--- src/rtl/core/mmfs_pkg.sv ---
`default_nettype none
package mmfs_pkg;
  localparam int unsigned TableDepth = 16;
  localparam int unsigned MaxModules = 32;
  localparam logic [63:0] NO_FRAME_NUM = 64'hFFFF_FFFF_FFFF_FFFF;

  localparam logic [1:0] CMD_RECORD = 2'd0;
  localparam logic [1:0] CMD_POP    = 2'd1;
  localparam logic [1:0] CMD_TICK   = 2'd2;

  localparam logic [1:0] REG_NUM_MODULES = 2'd0;
  localparam logic [1:0] REG_BUF_LIMIT   = 2'd1;
  localparam logic [1:0] REG_LIFETIME    = 2'd2;
  localparam logic [1:0] REG_EXP_MASK    = 2'd3;

  // one table slot as held in a cell
  typedef struct packed {
    logic        valid;
    logic [63:0] frame_num;
    logic [63:0] mask;
    logic [31:0] first_src;
    logic [31:0] extra;
    logic [31:0] arrival;
  } entry_t;
endpackage
`default_nettype wire

--- src/rtl/core/mmfs_cell.sv ---
`default_nettype none
// one table slot; the row rotates so each slot passes the head position in turn
module mmfs_cell
  import mmfs_pkg::*;
(
  input  wire logic   clk_i,
  input  wire logic   rst_ni,
  input  wire logic   shift_i,
  input  wire entry_t prev_i,
  output entry_t      entry_o
);
  entry_t payload_q;
  logic   valid_q;
  entry_t entry_d;

  always_comb begin
    entry_d = entry_o;
    if (shift_i) entry_d = prev_i;
  end

  always_ff @(posedge clk_i or negedge rst_ni) begin
    if (!rst_ni) begin
      valid_q <= 1'b0;
    end else begin
      valid_q <= entry_d.valid;
    end
  end

  always_ff @(posedge clk_i) begin
    payload_q <= entry_d;
  end

  always_comb begin
    entry_o = payload_q;
    entry_o.valid = valid_q;
  end
endmodule
`default_nettype wire

--- src/rtl/core/multi_module_frame_synchronizer_core.sv ---
`default_nettype none
// port group  dir  signals
// command     in   start_i, cmd_i, frame_num_i, src_mod_i, frame_extra_i (busy_o is out)
// result      out  done_o, dropped_o, image_valid_o, out_frame_num_o, out_src_mod_o,
//                  out_extra_o
// config      in   cfg_valid_i, cfg_index_i, cfg_data_i (cfg_ready_o is out)
// a record runs the module bit remainder over all 32 source bits, one rotation of the cell
// row (TABLE_DEPTH positions) to expire and gather, one rotation to apply the change and
// the done_o state; a pop skips the remainder, a tick or unused command goes straight to
// the done_o state
// busy_o is high from the accepting edge through the done_o cycle
// reset clears all valid bits and the tick counter at once; no clearing pass
// done_o is high for one cycle with the result; the receiver cannot stall
module multi_module_frame_synchronizer_core
  import mmfs_pkg::*;
#(
  parameter int unsigned TABLE_DEPTH = TableDepth,
  parameter int unsigned MAX_MODULES = MaxModules
) (
  input  wire logic        clk_i,
  input  wire logic        rst_ni,
  input  wire logic        start_i,
  output logic             busy_o,
  input  wire logic [1:0]  cmd_i,
  input  wire logic [63:0] frame_num_i,
  input  wire logic [31:0] src_mod_i,
  input  wire logic [31:0] frame_extra_i,
  output logic             done_o,
  output logic             dropped_o,
  output logic             image_valid_o,
  output logic [63:0]      out_frame_num_o,
  output logic [31:0]      out_src_mod_o,
  output logic [31:0]      out_extra_o,
  input  wire logic        cfg_valid_i,
  output logic             cfg_ready_o,
  input  wire logic [1:0]  cfg_index_i,
  input  wire logic [31:0] cfg_data_i
);
  localparam int unsigned CntW = $clog2(TABLE_DEPTH + 1);
  localparam int unsigned PosW = $clog2(TABLE_DEPTH);
  localparam int unsigned ModW = $clog2(MAX_MODULES + 1);

  localparam logic [2:0] S_IDLE = 3'd0;
  localparam logic [2:0] S_MOD  = 3'd1;
  localparam logic [2:0] S_SCAN = 3'd2;
  localparam logic [2:0] S_FIX  = 3'd3;
  localparam logic [2:0] S_DONE = 3'd4;

  logic [2:0]  state_q, state_d;
  logic [5:0]  num_mod_q;
  logic [3:0]  buf_lim_q;
  logic [31:0] life_q, exp_mask_q, time_q;
  logic [1:0]  cmd_q;
  logic [63:0] id_q;
  logic [31:0] mod_q, extra_q, mod_sh_q;
  logic [5:0]  rem_q;
  logic [5:0]  bitcnt_q;
  logic [PosW-1:0] pos_q;
  logic [CntW-1:0] cnt_q;
  logic        found_q, min_ok_q, ins_pend_q;
  logic [PosW-1:0] fpos_q, mpos_q;
  logic [63:0] min_id_q;
  logic        res_drop_q, res_iv_q;
  logic [63:0] res_id_q;
  logic [31:0] res_mod_q, res_extra_q;

  entry_t    cells [TABLE_DEPTH];
  entry_t    head, head_act, head_new;
  logic      do_shift;

  // effective module count and bit index
  logic [ModW-1:0] n_eff;
  always_comb begin
    if (num_mod_q == 6'd0) n_eff = ModW'(1);
    else if (32'(num_mod_q) > MAX_MODULES) n_eff = ModW'(MAX_MODULES);
    else n_eff = ModW'(num_mod_q);
  end
  logic [63:0] bit_one;
  assign bit_one = 64'd1 << rem_q;

  logic [63:0] new_mask;
  always_comb begin
    new_mask = {32'd0, exp_mask_q};
    if (MAX_MODULES < 64) new_mask = new_mask & ((64'd1 << MAX_MODULES) - 64'd1);
    if (new_mask == 64'd0) begin
      new_mask = (32'(n_eff) >= 32'd64) ? '1 : ((64'd1 << n_eff) - 64'd1);
    end
    new_mask = new_mask & ~bit_one;
  end

  genvar g;
  generate
    for (g = 0; g < TABLE_DEPTH; g = g + 1) begin : g_row
      if (g == 0) begin : g_first
        mmfs_cell u_cell (
          .clk_i  (clk_i),
          .rst_ni (rst_ni),
          .shift_i(do_shift),
          .prev_i (head_new),
          .entry_o(cells[g])
        );
      end else begin : g_rest
        mmfs_cell u_cell (
          .clk_i  (clk_i),
          .rst_ni (rst_ni),
          .shift_i(do_shift),
          .prev_i (cells[g-1]),
          .entry_o(cells[g])
        );
      end
    end
  endgenerate
  // head is the last cell; it feeds cell 0 (possibly modified) on shift
  assign head = cells[TABLE_DEPTH-1];

  logic head_expired;
  assign head_expired = head.valid && ((time_q - head.arrival) > life_q);

  logic in_start;
  assign in_start = start_i && !busy_o;
  logic last_pos;
  assign last_pos = (pos_q == PosW'(TABLE_DEPTH - 1));
  logic over;
  assign over = (32'(cnt_q) > 32'(buf_lim_q)) || (32'(cnt_q) >= 32'(TABLE_DEPTH));
  logic evict;
  assign evict = !found_q && over;

  // second rotation acts on one known position
  logic            act_target;
  logic [PosW-1:0] act_pos;
  always_comb begin
    act_target = 1'b0;
    act_pos = mpos_q;
    if (cmd_q == CMD_POP) begin
      act_target = min_ok_q;
    end else if (found_q) begin
      act_target = 1'b1;
      act_pos = fpos_q;
    end else begin
      act_target = evict;
    end
  end
  logic hit;
  assign hit = (state_q == S_FIX) && act_target && (pos_q == act_pos);

  always_comb begin
    head_act = head;
    if (state_q == S_SCAN && cmd_q == CMD_RECORD && head_expired) head_act.valid = 1'b0;
    if (hit) begin
      if (cmd_q == CMD_POP) begin
        if (head.mask == 64'd0) head_act.valid = 1'b0;
      end else if (found_q) begin
        if ((head.mask & bit_one) == 64'd0) head_act.valid = 1'b0;
        else head_act.mask = head.mask & ~bit_one;
      end else begin
        head_act.valid = 1'b0; // eviction of smallest
      end
    end
  end

  // a new id lands in the first free slot passing the head, the evicted one included
  logic fill;
  assign fill = (state_q == S_FIX) && ins_pend_q && !found_q && !head_act.valid;

  always_comb begin
    head_new = head_act;
    if (fill) begin
      head_new.valid     = 1'b1;
      head_new.frame_num = id_q;
      head_new.mask      = new_mask;
      head_new.first_src = mod_q;
      head_new.extra     = extra_q;
      head_new.arrival   = time_q;
    end
  end
  assign do_shift = (state_q == S_SCAN) || (state_q == S_FIX);

  logic drop_ins;
  assign drop_ins = (32'(cnt_q) + 32'd1 - {31'd0, evict}) > 32'(buf_lim_q);

  always_comb begin
    state_d = state_q;
    unique case (state_q)
      S_IDLE: if (in_start) begin
        if (cmd_i == CMD_RECORD) state_d = S_MOD;
        else if (cmd_i == CMD_POP) state_d = S_SCAN;
        else state_d = S_DONE;
      end
      S_MOD:  if (bitcnt_q == 6'd1) state_d = S_SCAN;
      S_SCAN: if (last_pos) state_d = S_FIX;
      S_FIX:  if (last_pos) state_d = S_DONE;
      S_DONE: state_d = S_IDLE;
      default: state_d = S_IDLE;
    endcase
  end

  assign busy_o = state_q != S_IDLE;
  assign cfg_ready_o = state_q == S_IDLE;

  // restoring remainder, one bit per cycle
  logic [6:0] rem_sh;
  logic [7:0] rem_try;
  assign rem_sh = {rem_q, mod_sh_q[31]};
  assign rem_try = {1'b0, rem_sh} - 8'(n_eff);

  always_ff @(posedge clk_i or negedge rst_ni) begin
    if (!rst_ni) begin
      state_q    <= S_IDLE;
      num_mod_q  <= 6'd32;
      buf_lim_q  <= 4'd15;
      life_q     <= 32'd1000;
      exp_mask_q <= 32'd0;
      time_q     <= 32'd0;
      pos_q      <= '0;
    end else begin
      state_q    <= state_d;
      if (cfg_valid_i && cfg_ready_o) begin
        unique case (cfg_index_i)
          REG_NUM_MODULES: num_mod_q  <= cfg_data_i[5:0];
          REG_BUF_LIMIT:   buf_lim_q  <= cfg_data_i[3:0];
          REG_LIFETIME:    life_q     <= cfg_data_i;
          REG_EXP_MASK:    exp_mask_q <= cfg_data_i;
          default: ;
        endcase
      end
      if (in_start && cmd_i == CMD_TICK) time_q <= time_q + 32'd1;
      if (state_q == S_IDLE) begin
        pos_q <= '0;
      end else if (do_shift) begin
        pos_q <= last_pos ? '0 : pos_q + PosW'(1);
      end
    end
  end

  always_ff @(posedge clk_i) begin
    if (in_start) begin
      cmd_q       <= cmd_i;
      id_q        <= frame_num_i;
      mod_q       <= src_mod_i;
      extra_q     <= frame_extra_i;
      mod_sh_q    <= src_mod_i;
      rem_q       <= 6'd0;
      bitcnt_q    <= 6'd32;
      cnt_q       <= '0;
      found_q     <= 1'b0;
      min_ok_q    <= 1'b0;
      min_id_q    <= '1;
      mpos_q      <= '0;
      fpos_q      <= '0;
      ins_pend_q  <= cmd_i == CMD_RECORD;
      res_drop_q  <= 1'b0;
      res_iv_q    <= 1'b0;
      res_id_q    <= NO_FRAME_NUM;
      res_mod_q   <= 32'd0;
      res_extra_q <= 32'd0;
    end
    if (state_q == S_MOD) begin
      bitcnt_q <= bitcnt_q - 6'd1;
      mod_sh_q <= {mod_sh_q[30:0], 1'b0};
      rem_q    <= rem_try[7] ? rem_sh[5:0] : rem_try[5:0];
    end
    // first rotation counts and finds the minimum; on a record it also matches, after expiry
    if (state_q == S_SCAN && head_act.valid) begin
      cnt_q <= cnt_q + CntW'(1);
      if (cmd_q == CMD_RECORD && head_act.frame_num == id_q) begin
        found_q <= 1'b1;
        fpos_q  <= pos_q;
      end
      if (!min_ok_q || head_act.frame_num < min_id_q) begin
        min_ok_q <= 1'b1;
        min_id_q <= head_act.frame_num;
        mpos_q   <= pos_q;
      end
    end
    if (fill) ins_pend_q <= 1'b0;
    if (hit && cmd_q == CMD_POP && head.mask == 64'd0) begin
      res_iv_q    <= 1'b1;
      res_id_q    <= head.frame_num;
      res_mod_q   <= head.first_src;
      res_extra_q <= head.extra;
    end
    if (hit && cmd_q == CMD_RECORD && found_q)
      res_drop_q <= (head.mask & bit_one) == 64'd0;
    if (state_q == S_FIX && last_pos && cmd_q == CMD_RECORD && !found_q)
      res_drop_q <= drop_ins;
  end

  assign done_o          = state_q == S_DONE;
  assign dropped_o       = res_drop_q;
  assign image_valid_o   = res_iv_q;
  assign out_frame_num_o = res_id_q;
  assign out_src_mod_o   = res_mod_q;
  assign out_extra_o     = res_extra_q;
endmodule
`default_nettype wire

--- config.mk ---
export PLATFORM = sky130hd
export DESIGN_NAME = multi_module_frame_synchronizer_core
export DESIGN_NICKNAME = d
export VERILOG_FILES = /design/src/rtl/core/mmfs_pkg.sv /design/src/rtl/core/mmfs_cell.sv /design/src/rtl/core/multi_module_frame_synchronizer_core.sv
export SDC_FILE = /design/constraint.sdc
export NUM_CORES = 2
export LEC_CHECK = 0
export ABC_AREA = 0
export BUFFER_PORTS_ARGS = -buffer_cell sky130_fd_sc_hd__buf_2
export CAP_MARGIN = 10
export CELL_PAD_IN_SITES_DETAIL_PLACEMENT = 0
export CELL_PAD_IN_SITES_GLOBAL_PLACEMENT = 1
export CORE_ASPECT_RATIO = 0.75
export CORE_UTILIZATION = 59
export CTS_BUF_LIST = sky130_fd_sc_hd__clkbuf_4 sky130_fd_sc_hd__clkbuf_8 sky130_fd_sc_hd__clkbuf_16
export CTS_CLUSTER_DIAMETER = 80
export DETAILED_ROUTE_END_ITERATION = 8
export PLACE_DENSITY_LB_ADDON = 0.1
export SETUP_SLACK_MARGIN = 0.1
export SYNTH_ARGS = -nofsm -noshare
export SYNTH_HDL_FRONTEND = slang
export SYNTH_HIERARCHICAL = 1
export SYNTH_SLANG_ARGS = --single-unit
--- constraint.sdc ---
create_clock -name clk_i -period 258 [get_ports clk_i]
set_input_delay 38.7 -clock clk_i [delete_from_list [all_inputs] [get_ports clk_i]]
set_output_delay 38.7 -clock clk_i [all_outputs]
set_load 0.1 [all_outputs]
# Yosys cells after proc, flatten, opt, wreduce, memory -nomap -nowiden
# Index checks and enable logic that the tools add are counted.
[word_totals] regBits=4097 output_inout_bits=133 word_cells=269
[op_classes] n_shift=2 mux=60 bitwise=4 order_cmp=6 n_addsub=9 n_eq_ne=18 n_reduce_logical=47
[ops] op="$mux 64" count=10
[ops] op="$mux 225" count=1
[ops] op="$and 64x64->64" count=3
[ops] op="$logic_not 64->1" count=3
[ops] op="$mux 32" count=5
[ops] op="$shl 1x6->64 const A" count=2
[ops] op="$eq 64x64->1" count=1
[ops] op="$lt 64x64->1" count=1
[ops] op="$not 64->64" count=1
[ops] op="$sub 64x1->64 const B" count=1
[ops] op="$mux 4" count=11
[ops] op="$mux 6" count=7
[ops] op="$add 32x1->32 const B" count=1
[ops] op="$gt 32x32->1" count=1
[ops] op="$gt 32x4->1" count=1
[ops] op="$sub 32x32->32" count=1
[ops] op="$logic_and 1x1->1" count=21
[ops] op="$mux 3" count=6
[ops] op="$mux 1" count=17
[ops] op="$pmux 3 s4" count=1
[ops] op="$mux 5" count=2
[ops] op="$reduce_and 2->1" count=4
[ops] op="$reduce_bool 2->1" count=4
[ops] op="$sub 7x6->8" count=1
[ops] op="other kinds (25)" count=40

# Depth between registers and ports, before layout
[depth] depth_word=12 ltp_mapped=24 depth_no_buf=22

# Hierarchy
# The synthesis kept the hierarchy.
[by_module_without_submodules] module="mmfs_cell" cells_each=227 seq_area_each_um2=6751.5 area_each_um2=6774.0 instances=16
[by_module_without_submodules] module="multi_module_frame_synchronizer_core" cells_each=2880 seq_area_each_um2=13601.8 area_each_um2=28902.7 instances=1

# Worst setup path before layout
# Ideal clock, no wire load.
[synth_path] kind="reg2reg" start="reg state_q[1]" end="reg g_row[0].g_first.u_cell.payload_q (netlist bit g_row[0].g_first.u_cell/entry_o[0]) (enable)" required_ps=231003 t_arrival_ps=65363 stages_incl_launch_ff=4 synth_period_minus_slack_ps=92359 setup_slack_ps=165641 setup_ps=26997 cell_sequence="dfrtp_1 -> clkbuf_1 -> nand2b_1 -> clkinv_1"
[synth_between] elab_chain_len=2 elab_cells_between_ends=3 classes_between="eq/ne: 2; reduce/logical: 1"
[synth_lines] item="start, declared" line_no="multi_module_frame_synchronizer_core.sv:49" rtl="logic [2:0] state_q, state_d;"
[synth_lines] item="start signal, assigned" line_no="multi_module_frame_synchronizer_core.sv:216" rtl="state_q <= state_d;"
[synth_lines] item="$eq 3x2->1" line_no="multi_module_frame_synchronizer_core.sv:176" rtl="assign do_shift = (state_q == S_SCAN) || (state_q == S_FIX);"
[synth_lines] item="$logic_or 1x1->1 (*)" line_no="multi_module_frame_synchronizer_core.sv:176"
[synth_lines] item="via do_shift" line_no="multi_module_frame_synchronizer_core.sv:69" rtl="logic do_shift;"
[synth_lines] item="end signal, assigned" line_no="mmfs_cell.sv:30" rtl="payload_q <= entry_d;"
[synth_lines] item="end, declared" line_no="mmfs_cell.sv:12" rtl="entry_t payload_q;"
# Mark *: on every way through the listed nets, which the timed path passes. The rest lies on a longest branch.
# A chain may end at the register's enable or synchronous reset.

# Worst setup path in the final report
[layout_path] start="reg state_q[0]" end="out cfg_ready_o"
[layout_between] elab_chain_len=1
[layout_lines] item="$logic_not 3->1" line_no="multi_module_frame_synchronizer_core.sv:198" rtl="assign cfg_ready_o = state_q == S_IDLE;"
[layout_lines] item="end, declared" line_no="multi_module_frame_synchronizer_core.sv:35" rtl="output logic cfg_ready_o,"
# No other way between the ends.

==> flow_metrics.py <==
metrics = {
    "power_and_ir_drop": {
        "power.density_nw_per_um2": 14.64,
        "p_int_mw": 1.638,
        "ir_drop_mv": 0.01572,
        "seq_power_share_pct": 60.5,
        "switching_share_pct": 27.69,
        "clkPwrFrac_pct": 24.1,
        "p_switching_uw": 627.3,
        "power_frac_comb_pct": 15.4,
        "leakage_nw": 54.73,
    },
    "floorplanning": {
        "die_h_um": 419.8,
        "initial_core_util_pct": 59.66,
        "ioPinCount": 301,
        "die_x_um": 559.0,
        "core_area_sq_um": 230100,
        "num_rows": 152,
        "dieArea_sq_um": 234600,
    },
    "sta": {
        "hold_viol": 0,
        "final.setup.tns_ns": 0,
        "slew-limit-headroom_pct": 12.42,
        "period_share_pct": 16.02,
        "period_minus_slack_ns": 41.32,
        "setup_violations": 0,
        "rsz0062_at_grt": "no",
        "finClkSkew_ns": 0.07333,
        "worstMarginPinSlew_ns": 1.302,
        "fmax_mhz": 24.20,
        "drv_slew": 0,
    },
    "yosys": {
        "synth_top_cells_by_area": "edfxtp_1 (85%), dfrtp_1 (2.2%), ha_1 (1.4%), nand2_1 (1.2%), mux2_2 (1.1%)",
        "synth_top_family_by_area": "simple AND/OR/NAND/NOR gates",
        "ys_warn_count": 6,
        "netlist_area_sq_um": 137300,
        "synth_common_cells": "edfxtp_1 (3,891), nand2_1 (441), inv_1 (186)",
        "synth_nets": 6837,
        "synthAdderAreaFrac_pct": 1.442,
        "netlist_instances": 6512,
        "async_flop_share_pct": 3.149,
        "synth_top_cell_by_area": "edfxtp_1",
        "synth_edf_count": 3891,
        "synth_xor_area_share_pct": 0.7719,
        "yosys.area_share.simple_pct": 3.612,
        "ys_seq_area_share_pct": 88.59,
        "synth_seq_cells": 4097,
        "muxShareOfSynthArea_pct": 1.766,
        "synth_ff_type": "edfxtp_1",
        "yosysMostFrequentCell": "edfxtp_1",
        "yosys.cell_types.count": 92,
        "synth-compound-area-share_pct": 2.705,
        "synth_top_area_share_pct": 85.11,
        "avgSynthCellArea_sq_um": 21.08,
    },
    "status": {
        "status": "complete, but fails checks",
        "violations": "DRC",
    },
    "critical_path": {
        "cp_num_buf_inv": 2,
        "cp.arrival_ns": 2.62,
        "reg2reg_depth": 19,
        "critPathRequiredTime_ns": 219.30,
        "path_depth": 3,
        "cp_max_fo": 10,
        "reg2reg_to": "g_row[0].g_first.u_cell/entry_o[216]$_DFFE_PP_",
        "cp-end-kind": "output port",
        "worstSetupPathType": "flip-flop to output port",
        "r2r_start": "time_q[2]$_DFFE_PN0P_",
        "setup.worst_path.end": "cfg_ready_o",
        "startpoint": "state_q[0]$_DFFE_PN0P_",
        "path_cells": "or3_1 > inv_1 > buf_2",
        "ff2ff_setup_slack_ns": 249.71,
        "crit_path_max_incr_delay_ns": 0.52,
        "critPathTopFamily": "buffers and inverters",
        "crit_path_top_delay_cell": "dfrtp_1",
        "start_kind": "flip-flop",
    },
    "clock_network": {
        "clkLatencyLatePin_ns": 0.89,
        "cts-resized-gates": 0,
        "cts_tree": "built",
        "cts_num_sinks": 4097,
        "cts_max_path_buffers": 4,
        "clkTransAtPathRegs_ns": 0.06,
        "h-tree-depth": 5,
        "cts-root-buf": "clkbuf_16",
        "post_cts_buffers": 0,
        "cts-hold-fix-buffers": 0,
        "cts_buffers": 368,
    },
    "layout": {
        "layout.nets": 7416,
        "seq_area_sq_um": 121600,
        "finalNonFillerCells": 10480,
        "drive_above_1_share_pct": 16.01,
        "multi_input_area_sq_um": 14200,
        "fillerInstances": 14760,
        "synthToLayoutAreaGrowth_pct": 12.75,
    },
    "route": {
        "vias": 57550,
        "wl_per_cell_um": 22.12,
        "drtIter0Drc": 6089,
        "ant_nets": 0,
        "drt_first_pass_iters": 7,
        "drc_errors": 60,
        "viasPerCell": 5.491,
        "wl_mm": 231.8,
    },
    "global_route": {
        "grt_max_degree": 216,
        "antenna_found_initial": 33,
        "grt_remaining_overflow": 0,
        "grt_usage_pct": 19.80,
        "grt_pass1_wl_mm": 344.1,
        "grt_pass1_vias": 54700,
    },
    "placement": {
        "dp_hpwl_mm": 142.3,
        "place.gp.congestion": 0.8692,
        "portBuffers": 300,
        "place_inst": 9801,
    },
    "job": {
        "cap_violations": 0,
    },
    "min_path": {
        "holdCritPathClass": "flip-flop to flip-flop",
        "hold_start": "g_row[4].g_rest.u_cell/entry_o[66]$_DFFE_PP_",
    },
}
logic make-up (layout without fill, tap and decap cells):
| logic type | count (synthesis) | in the layout |
|---|---|---|
| multiplexers | 213 | 213 |
| XOR/XNOR | 121 | 121 |
| flip-flops | 4097 | 4097 |
| AO/OA/AOI/OAI | 549 | 549 |
| other | 1 | 14 |
| adder cells (fa/ha/maj) | 157 | 157 |
| AND/OR/NAND/NOR | 1023 | 1023 |
| buffers and inverters | 351 | 1227 |
per-stage QoR:
stage | hold WS [ns] | area [sq um] | util (%) | setup WS (ns) | power [mW]
5_1_grt | 0.3756 | 154800 | 67.26 | 216.54 | 2.376
6_report | 0.3821 | 154800 | 67.26 | 216.68 | 2.266
3_5_place_dp | 0.4045 | 142500 | 61.93 | 216.06 | 1.738
2_1_floorplan | 0.4003 | 137300 | - | 165.64 | 2.922
4_1_cts | 0.3721 | 154800 | 67.25 | 216.61 | 2.292
3_3_place_gp | 0.4000 | 142500 | 61.93 | 216.14 | 1.713
layout by cell type (no fill, tap or decap), drive strengths merged, types with 78 or more instances in the layout:
cell    count
clkbuf    454
a21oi      89
nor2      129
inv       203
o21ai     175
ha        155
buf       371
clkinv    140
dfrtp     118
nand2     441
and2       78
edfxtp   3891
mux2      186
area by class of cell:
cell class / instances / share of cell area [%]
Antenna cell: 13 / 0.02102
Clock buffer: 454 / 6.471
Clock inverter: 213 / 1.430
Inverter: 189 / 0.4680
Multi-Input combinational cell: 2064 / 9.171
Sequential cell: 4097 / 78.58
Tap cell: 3080 / 2.490
Timing Repair Buffer: 371 / 1.373
state kept, by name, summed over array words and instances (netlist names), 15 cells and up:
register,count
g_row.g_rest.u_cell/entry_o,3360
g_row.g_first.u_cell/entry_o,224
id_q,64
min_id_q,64
out_frame_num_o,64
exp_mask_q,32
extra_q,32
life_q,32
mod_q,32
mod_sh_q,32
out_extra_o,32
out_src_mod_o,32
time_q,32
g_row.g_rest.u_cell/valid_q,15
metal layers:
| layer | GRT usage, % | routed length [um] |
|---|---|---|
| met5 | 0 | 13 |
| met4 | 6.418 | 6948 |
| met3 | 3.127 | 12190 |
| met2 | 27.46 | 98580 |
| met1 | 32.39 | 114100 |
worst min path at each step:
stage / endpoint / slack, ns / cells past startpoint
2_1_floorplan: g_row[10].g_rest.u_cell/entry_o[0]$_DFFE_PP_ / 0.40 / 0
3_3_place_gp: g_row[11].g_rest.u_cell/entry_o[124]$_DFFE_PP_ / 0.40 / 0
3_5_place_dp: g_row[10].g_rest.u_cell/entry_o[105]$_DFFE_PP_ / 0.40 / 0
4_1_cts: g_row[5].g_rest.u_cell/entry_o[66]$_DFFE_PP_ / 0.37 / 0
5_1_grt: g_row[5].g_rest.u_cell/entry_o[66]$_DFFE_PP_ / 0.38 / 0
6_report: g_row[5].g_rest.u_cell/entry_o[66]$_DFFE_PP_ / 0.38 / 0
power by group through the flow:
stage          combinational [mW]  sequential [mW]  clock [mW]
6_report                    0.350             1.37       0.546
5_1_grt                     0.384             1.41       0.585
4_1_cts                     0.355             1.38       0.560
3_5_place_dp                0.354             1.38           0
3_3_place_gp                0.346             1.37           0
2_1_floorplan               0.247             2.68           0
Power figures use the tool's default switching activity.
